File: src/hw/rtl/brlt_pkg.sv
`default_nettype none
// ----------------------------------------------------------------------------
// brlt_pkg
// Shared constants, codes and controller/datapath interface types for the
// byte range lock table.
// ----------------------------------------------------------------------------
package brlt_pkg;

  localparam int TableSlots = 16;
  localparam int IdxW       = $clog2(TableSlots);
  localparam int CountW     = $clog2(TableSlots + 1);
  localparam int WcntW      = $clog2(TableSlots + 3);
  localparam int OffW       = 63;

  localparam logic [OffW-1:0] MaxOffset = {OffW{1'b1}};

  localparam logic       KindApply  = 1'b0;
  localparam logic       KindClear  = 1'b1;
  localparam logic [1:0] LockRead   = 2'd0;
  localparam logic [1:0] LockWrite  = 2'd1;
  localparam logic [1:0] LockUnlock = 2'd2;
  localparam logic [1:0] LockSpare  = 2'd3;

  localparam logic StatusDone     = 1'b0;
  localparam logic StatusRejected = 1'b1;

  typedef struct packed {
    logic load;
    logic pass_start;
    logic idx_rst;
    logic fetch;
    logic merge_eval;
    logic idx_inc;
    logic write_lo;
    logic write_hi;
    logic ins;
    logic commit;
  } cmd_t;

  typedef struct packed {
    logic idx_end;
    logic changed;
    logic is_lock;
    logic keep;
    logic hi_need;
  } sts_t;

endpackage
`default_nettype wire

File: src/hw/rtl/brlt_ctrl.sv
`default_nettype none
// ----------------------------------------------------------------------------
// brlt_ctrl
// Controller: sequences merge passes, the split and rebuild pass, insert
// and commit; owns the input ready and the output valid.
// ----------------------------------------------------------------------------
module brlt_ctrl import brlt_pkg::*; (
  input  logic clk_i,
  input  logic rst_ni,
  input  logic in_valid_i,
  output logic in_ready_o,
  output logic out_valid_o,
  input  logic out_ready_i,
  input  logic kind_i,
  input  logic [1:0] lock_type_i,
  input  sts_t sts_i,
  output cmd_t cmd_o
);

  typedef enum logic [2:0] {
    StIdle, StMrgRd, StMrgEv, StSplRd, StSplEv, StSplHi, StIns, StFin
  } state_e;

  state_e state_q, state_d;
  logic   out_valid_q, out_valid_d;

  always_comb begin
    cmd_o       = '0;
    state_d     = state_q;
    out_valid_d = (out_valid_q && !out_ready_i);
    case (state_q)
      StIdle: begin
        if (in_valid_i) begin
          cmd_o.load = 1'b1;
          if (kind_i == KindClear) begin
            state_d = StFin;
          end else if (!lock_type_i[1]) begin
            cmd_o.pass_start = 1'b1;
            state_d = StMrgRd;
          end else begin
            state_d = StSplRd;
          end
        end
      end
      StMrgRd: begin
        if (sts_i.idx_end) begin
          if (sts_i.changed) begin
            cmd_o.pass_start = 1'b1;
          end else begin
            cmd_o.idx_rst = 1'b1;
            state_d = StSplRd;
          end
        end else begin
          cmd_o.fetch = 1'b1;
          state_d = StMrgEv;
        end
      end
      StMrgEv: begin
        cmd_o.merge_eval = 1'b1;
        cmd_o.idx_inc    = 1'b1;
        state_d = StMrgRd;
      end
      StSplRd: begin
        if (sts_i.idx_end) begin
          state_d = sts_i.is_lock ? StIns : StFin;
        end else begin
          cmd_o.fetch = 1'b1;
          state_d = StSplEv;
        end
      end
      StSplEv: begin
        cmd_o.write_lo = sts_i.keep;
        if (sts_i.hi_need) begin
          state_d = StSplHi;
        end else begin
          cmd_o.idx_inc = 1'b1;
          state_d = StSplRd;
        end
      end
      StSplHi: begin
        cmd_o.write_hi = 1'b1;
        cmd_o.idx_inc  = 1'b1;
        state_d = StSplRd;
      end
      StIns: begin
        cmd_o.ins = 1'b1;
        state_d = StFin;
      end
      StFin: begin
        if (!out_valid_q || out_ready_i) begin
          cmd_o.commit = 1'b1;
          out_valid_d  = 1'b1;
          state_d      = StIdle;
        end
      end
      default: begin
        state_d = StIdle;
      end
    endcase
  end

  always_ff @(posedge clk_i or negedge rst_ni) begin
    if (!rst_ni) begin
      state_q     <= StIdle;
      out_valid_q <= 1'b0;
    end else begin
      state_q     <= state_d;
      out_valid_q <= out_valid_d;
    end
  end

  assign in_ready_o  = state_q == StIdle;
  assign out_valid_o = out_valid_q;

  a_commit_free: assert property (@(posedge clk_i) disable iff (!rst_ni)
    cmd_o.commit |-> !out_valid_q || out_ready_i)
    else $error("result overwritten before transfer");

  a_clear_direct: assert property (@(posedge clk_i) disable iff (!rst_ni)
    state_q == StIdle && in_valid_i && kind_i == KindClear |=> state_q == StFin)
    else $error("clear request did not go straight to commit");

  a_one_write: assert property (@(posedge clk_i) disable iff (!rst_ni)
    $countones({cmd_o.write_lo, cmd_o.write_hi, cmd_o.ins}) <= 1)
    else $error("more than one table write in a cycle");

endmodule
`default_nettype wire

File: config.mk
export PLATFORM = sky130hd
export DESIGN_NAME = brlt_ctrl
export DESIGN_NICKNAME = d
export VERILOG_FILES = /design/src/hw/rtl/brlt_pkg.sv /design/src/hw/rtl/brlt_ctrl.sv
export SDC_FILE = /design/constraint.sdc
export NUM_CORES = 1
export LEC_CHECK = 0
export CELL_PAD_IN_SITES_DETAIL_PLACEMENT = 1
export CELL_PAD_IN_SITES_GLOBAL_PLACEMENT = 2
export CORE_ASPECT_RATIO = 0.9
export CORE_MARGIN = 2
export CORE_UTILIZATION = 26
export CTS_CLUSTER_SIZE = 28
export DETAILED_ROUTE_END_ITERATION = 8
export DONT_BUFFER_PORTS = 1
export GPL_TIMING_DRIVEN = 0
export PLACE_DENSITY = 0.78
export SYNTH_ARGS = -nofsm -noshare
export SYNTH_HDL_FRONTEND = slang
export SYNTH_SLANG_ARGS = --single-unit
File: constraint.sdc
create_clock -name clk_i -period 1.15 [get_ports clk_i]
set_input_delay 0.1725 -clock clk_i [delete_from_list [all_inputs] [get_ports clk_i]]
set_output_delay 0.1725 -clock clk_i [all_outputs]
set_load 0.005 [all_outputs]
### Word level (Yosys, flattened, before mapping)

Index checks and enable logic that the tools add are counted.
Widths: inputs -> output; s select.

* register bits: 4
* bits in latches: 0
* memory bits (writable): 0
* bits in read-only memories: 0
* bits of input ports: 12
* output and inout port bits: 12
* word-level logic and storage cells: 51
* memories kept: 0

* add/subtract/negate cells: 0
* multipliers: 0
* div/mod/pow operators: 0
* order comparisons: 0
* eq/ne operators: 10
* shift-type cells: 0
* mux-type cells: 31
* bitwise operators: 0
* reductions and logical operators: 8

Operators with widths (number)
* $pmux 3 s8: 1
* $mux 1: 18
* $mux 3: 6
* $eq 3x3->1 const B: 4
* $mux 2: 4
* $eq 3x2->1 const B: 2
* $ne 2x2->1 const B: 2
* $pmux 1 s2: 2
* $reduce_or 2->1: 2
* $eq 3x1->1 const B: 1
* $logic_not 3->1: 1
* $ne 3x3->1 const B: 1
* $reduce_and 3->1: 1
* $logic_not 1->1: 2
* $logic_and 1x1->1: 1
* $logic_or 1x1->1: 1

### Longest topological paths before layout

Gate-level depths: netlist of the first run.

* depth after elaboration: 4
* gate-level depth with buffers: 5
* gate-level depth less buffers: 3

### Worst setup path after synthesis of the first run

OpenSTA, ideal clock, no wires.

* kind: register to output
* start point: reg state_q[1]
* end point: out cmd_o[8] (netlist bit)
* arrival time: 1102 ps
* required time: 978 ps
* setup slack: -125 ps
* cell stages (with the launch flop): 5
* path buffers: 1
* cell sequence: dfrtp_1 > buf_6 > nor3_1 > and2_1 > a22o_1

RTL lines
* start, declared: RTL line brlt_ctrl.sv:24 `state_e state_q, state_d;`
* start signal, assigned: RTL line brlt_ctrl.sv:104 `state_q <= StIdle;`
* start signal, assigned: RTL line brlt_ctrl.sv:107 `state_q <= state_d;`
* end, declared: RTL line brlt_ctrl.sv:17 `output cmd_t cmd_o`

==> impl_metrics.yaml, run 1 <==
setup_path:
  reg2reg_to: "state_q[0]"
  r2r-start: "state_q[1]"
  cp_data_arrival_time_ns: 1.25
  r2r_cells: 5
  required_ns: 0.98
  cp-start-kind: "register"
  cp_max_fo: 5
  cp-end-kind: "primary output"
  reg2reg_setup_slack_ns: -0.23
  criticalPathCategory: "register to primary output"
yosys:
  synth-async-reset-ratio: 1.000
  synth_edf_count: 0
  yosysTopAreaCell: "dfrtp_1"
  ys_types: 31
  ys_seq_area_frac: 0.2540
  synth_area_per_cell_um2: 8.386
  synthFlopType: "dfrtp_1"
  synth_cells: 47
  syn_area_um2: 394.1
  yosys_warnings: 0
  synth.most_common_cell: "dfrtp_1"
  synth.top_cell.area_share: 0.2540
  ys_top_cells_by_count: "4 x dfrtp_1, 3 x and2_1, 3 x inv_1, 3 x nor2_1, 3 x o21ai_0"
  syn-num-nets: 59
  ys_top_cells_by_area: "dfrtp_1 25%, and2_1 4.8%, o21ai_0 3.8%, a221oi_2 3.8%, buf_4 3.8%"
  ys_seq_elements: 4
pwr:
  cellLeakagePower_uw: 0.0002871
  p_per_area_nw_per_um2: 2927
  power_uw: 2036
  irDropWorstVdd_v: 0.001053
die:
  design.die.area_um2: 1844
  start_util: 0.2753
  rows: 13
  io_pins: 24
  core_area_um2: 1431
  die_w_um: 45.04
  die_y_um: 40.94
clock_network:
  path_clk_slew_ns: 0.04
  cts_buffers: 3
  clockBufferDepth: 2
  clock-root-buffer: "clkbuf_4"
  cts_sinks: 4
  htree_levels: 1
  cts_tree: "done"
  insertion_delay_ns: 0.24
layout:
  syn2layout_area_growth_pct: 76.51
  n_antenna_cell: 0
  fin_util: 0.4860
  drive_gt1_frac: 0.6393
  final_cells: 76
  final_nets: 75
routing:
  via_count: 413
  wl_met1_um: 555
  highest_layer: "met3"
  dr.pass1.iters: 4
  wl_met2_um: 740
  drcViolationCount: 0
  met3_length_um: 69
  antenna_left: 0
  vias_per_cell: 5.434
  routed_wirelength_mm: 1.364
  wl_per_cell_um: 17.95
  first_iter_violations: 7
worst_hold_path:
  whs_path_depth: 1
  min_from: "out_ready_i"
  min_to: "out_valid_o"
  hold_class: "input port to register"
sta:
  rsz0062_at_grt: "yes"
  finalHoldViolCount: 0
  skew_ns: 0.005628
  setup_ws_ns: -0.2758
  maxSlewViolCount: 0
  fin_hold_ws_ns: 0.06195
  worst_pin_slew_ns: 0.2844
  max_slew_margin: 0.8090
  fin_setup_tns_ns: -2.251
  fin_crit_ns: 1.426
  fmax_ghz: 0.7014
  setup_violations: 13
  period_share: 1.240
global_routing:
  grt_max_degree: 11
  grt_overflow_total: 0
  grt_pass1_vias: 427
  antenna_found_initial: 0
  grt_first_pass_wirelength_mm: 1.738
  track_usage: 0.1425
outcome:
  violations: "setup timing"
  outcome: "finished with violations"
place:
  portBuffers: 0
  dp_hpwl_um: 744.8
  dp_cells: 62
  place_congestion: 0.6628
flow_run:
  maxCapViolCount: 0
[layout make-up]
| cell class | instances | area (µm²) |
|---|---|---|
| Sequential cell | 4 | 101.3 |
| Buffer | 4 | 48.80 |
| Fill cell | 158 | 735.7 |
| Clock buffer | 3 | 22.52 |
| Multi-Input combinational cell | 36 | 385.4 |
| Tap cell | 15 | 18.77 |
| Timing Repair Buffer | 11 | 107.6 |
| Inverter | 3 | 11.26 |
[cells by family after synthesis]
kind of cell | after synthesis | share of synthesized area
compound gates | 13 | 0.2476
xor+xnor | 1 | 0.02223
buf+inv | 7 | 0.1079
flops | 4 | 0.2540
simple gates | 22 | 0.3683
[worst max-delay path by stage]
stage                     from          to  slack, ns  cells past startpoint
floorplan           state_q[1]    cmd_o[8]      -0.04                      4
global placement    state_q[0]  state_q[2]      -0.13                      4
detailed placement  state_q[1]    cmd_o[8]      -0.13                      4
CTS                 state_q[1]    cmd_o[8]      -0.28                      4
global route        state_q[0]    cmd_o[8]      -0.33                      3
finish              state_q[0]    cmd_o[8]      -0.28                      3
[metrics by stage]
step                      setup WS, ns  cell area, µm²
after CTS                      -0.2821           598.1
after detailed placement       -0.1266           429.2
after global placement         -0.1327           429.2
final                          -0.2758           695.7
after global routing           -0.3334           695.7
after floorplan               -0.03937           410.4
[flip-flops by register name, summed over array words and instances (netlist names)]
| signal | cells |
|---|---|
| out_valid_o | 1 |
| state_q | 3 |
[worst max-delay path, stage by stage (launching register included)]
cell     delay, ns
dfrtp_2       0.46
nor3_4        0.24
and2_4        0.18
a22o_1        0.13
[layout by cell type (no fill, tap or decap), types with 2 or more instances in the layout]
cell type / n
a221oi_2: 2
and2_1: 2
buf_4: 5
buf_6: 7
buf_8: 2
clkbuf_4: 3
dfrtp_1: 3
inv_1: 3
nor3_4: 2
o21ai_0: 2
o21ai_1: 2
[report_power, final]
part / total (µW) / switching (µW) / internal (µW)
Sequential: 299 / 81.2 / 218
Combinational: 1560 / 727 / 830
Clock: 180 / 62.9 / 117
Total: 2040 / 872 / 1160
[per-layer routing]
metal | global-route usage | up-vias
met3 | 0.02203 | 0
li1 | - | 198
met2 | 0.2286 | 12
met5 | 0 | -
met4 | 0.1103 | 0
met1 | 0.1737 | 203
[repair_timing]
item,4_1_cts,5_1_grt
endpoints found under the hold margin,4,0
resized for setup,20,15
hold buffers,1,0
endpoints found under the setup margin,14,13
setup buffers,6,5
pin swaps,11,7
No activity file was read; power rests on OpenSTA's default activity.
==> run 2, diff against run 1 <==
- CTS_BUF_LIST: default -> sky130_fd_sc_hd__clkbuf_16
==> impl_metrics.yaml, run 2 (same netlist as run 1, synthesis figures left out) <==
sta:
  fin_crit_ns: 1.416
  maxSlewViolCount: 0
  fmax_ghz: 0.7064
  skew_ns: 0.002287
  setup_ws_ns: -0.2657
  max_slew_margin: 0.8308
  worst_pin_slew_ns: 0.2517
  finalHoldViolCount: 0
  fin_hold_ws_ns: 0.05890
  rsz0062_at_grt: "yes"
  setup_violations: 13
  period_share: 1.231
global_routing:
  antenna_found_initial: 0
  grt_first_pass_wirelength_mm: 1.821
  grt_max_degree: 11
  grt_pass1_vias: 410
  track_usage: 0.1517
  grt_overflow_total: 0
clock_network:
  path_clk_slew_ns: 0.03
  clock-root-buffer: "clkbuf_16"
  insertion_delay_ns: 0.22
  htree_levels: 1
  cts_buffers: 3
  clockBufferDepth: 2
  cts_sinks: 4
  cts_tree: "done"
pwr:
  irDropWorstVdd_v: 0.0009936
  sw_frac_of_total: 0.3787
  p_per_area_nw_per_um2: 3219
  cellLeakagePower_uw: 0.0003094
  netSwitchingPower_uw: 884.7
  internal_power_uw: 1452
  clock_power_share: 0.230
  power_frac_comb: 0.640
  power_uw: 2336
  seqPwrFrac: 0.130
layout:
  largest_register_ffs: 3
  final_common_cell: "buf_6"
  regMostFlops: "state_q"
  syn2layout_area_growth_pct: 84.13
  nFillCells: 159
  final_cell_mix: "6 x buf_6, 5 x buf_4"
  drive_gt1_frac: 0.6167
  final_nets: 74
  n_antenna_cell: 0
routing:
  routed_wirelength_mm: 1.563
  dr.pass1.iters: 4
  vias_per_cell: 5.720
  first_iter_violations: 6
  via_count: 429
  drcViolationCount: 0
  antenna_left: 0
  wl_per_cell_um: 20.84
setup_path:
  criticalPathCategory: "register to primary output"
  reg2reg_to: "state_q[1]"
  reg2reg_setup_slack_ns: -0.18
  max_stage_delay_ns: 0.46
  cp-end-kind: "primary output"
  cp_max_fo: 5
  cp_data_arrival_time_ns: 1.24
  crit_family: "flip-flops"
  cp-start-kind: "register"
  r2r_cells: 5
  critPathBufInv: 0
  r2r-start: "state_q[2]"
  cp.depth: 3
  crit_chain: "nor3_4, and2_4, a22o_1"
  slowest_stage: "dfrtp_2"
  required_ns: 0.98
worst_hold_path:
  whs_path_depth: 1
  min_to: "out_valid_o"
  min_from: "out_ready_i"
  hold_class: "input port to register"
die:
  die_w_um: 45.04
  core_area_um2: 1431
  design.die.area_um2: 1844
  rows: 13
  io_pins: 24
  start_util: 0.2753
  die_y_um: 40.94
flow_run:
  maxCapViolCount: 0
place:
  place_congestion: 0.6628
  dp_hpwl_um: 744.8
  portBuffers: 0
outcome:
  outcome: "finished with violations"
  violations: "setup timing"
[run 2: area by class of cell]
type | instances | area [µm²] | share of cell area
clock buffer | 3 | 75.07 | 0.1034
tap | 15 | 18.77 | 0.02586
timing repair buffer | 10 | 96.34 | 0.1328
multi-input combinational | 36 | 374.1 | 0.5155
buffer | 4 | 48.80 | 0.06724
inverter | 3 | 11.26 | 0.01552
sequential | 4 | 101.3 | 0.1397
[run 2: layer usage]
layer,vias up,track usage,wire length [µm]
li1,198,-,-
met1,219,0.1754,672
met2,12,0.2571,832
met3,0,0.01322,57
met4,0,0.1324,0
met5,-,0,0
[run 2: power by group through the flow]
stage | registers (µW) | clock network, µW | logic, µW
detailed placement | 281 | 0 | 783
global placement | 282 | 0 | 775
floorplan | 264 | 0 | 665
global route | 313 | 557 | 1600
CTS | 296 | 546 | 1080
finish | 303 | 538 | 1500
[run 2: metrics by stage]
| step | area, µm² | utilization | cells | setup WS, ns | TNS (ns) |
|---|---|---|---|---|---|
| finish | 725.7 | 0.5070 | 75 | -0.2657 | -2.046 |
| CTS | 616.8 | 0.4309 | 71 | -0.2582 | -2.178 |
| floorplan | 410.4 | - | 47 | -0.03937 | -0.04694 |
| global route | 725.7 | 0.5070 | 75 | -0.3019 | -2.655 |
| detailed placement | 429.2 | 0.2998 | 62 | -0.1266 | -0.4856 |
| global placement | 429.2 | 0.2998 | 62 | -0.1327 | -0.4505 |
[run 2: worst max path at each step]
stage	from	end	slack (ns)
after floorplan	state_q[1]	cmd_o[8]	-0.04
after global placement	state_q[0]	state_q[2]	-0.13
after detailed placement	state_q[1]	cmd_o[8]	-0.13
after CTS	state_q[0]	cmd_o[8]	-0.26
after global routing	state_q[0]	cmd_o[8]	-0.30
final	state_q[0]	cmd_o[8]	-0.27
[run 2: what timing repair did]
action | CTS | global route
endpoints found under the hold margin | 4 | 0
setup endpoints to repair | 14 | 13
pin swaps | 10 | 6
gates resized for setup | 15 | 20
hold buffers | 1 | 0
buffers inserted | 5 | 5
gates cloned | 0 | 0
[run 2: worst reg2reg max path, cell delays in order (launching register included)]
cell and delay (ns):
dfrtp_1 0.36, buf_6 0.14, buf_6 0.14, nand2b_4 0.13, a32o_1 0.22, o31ai_1 0.24
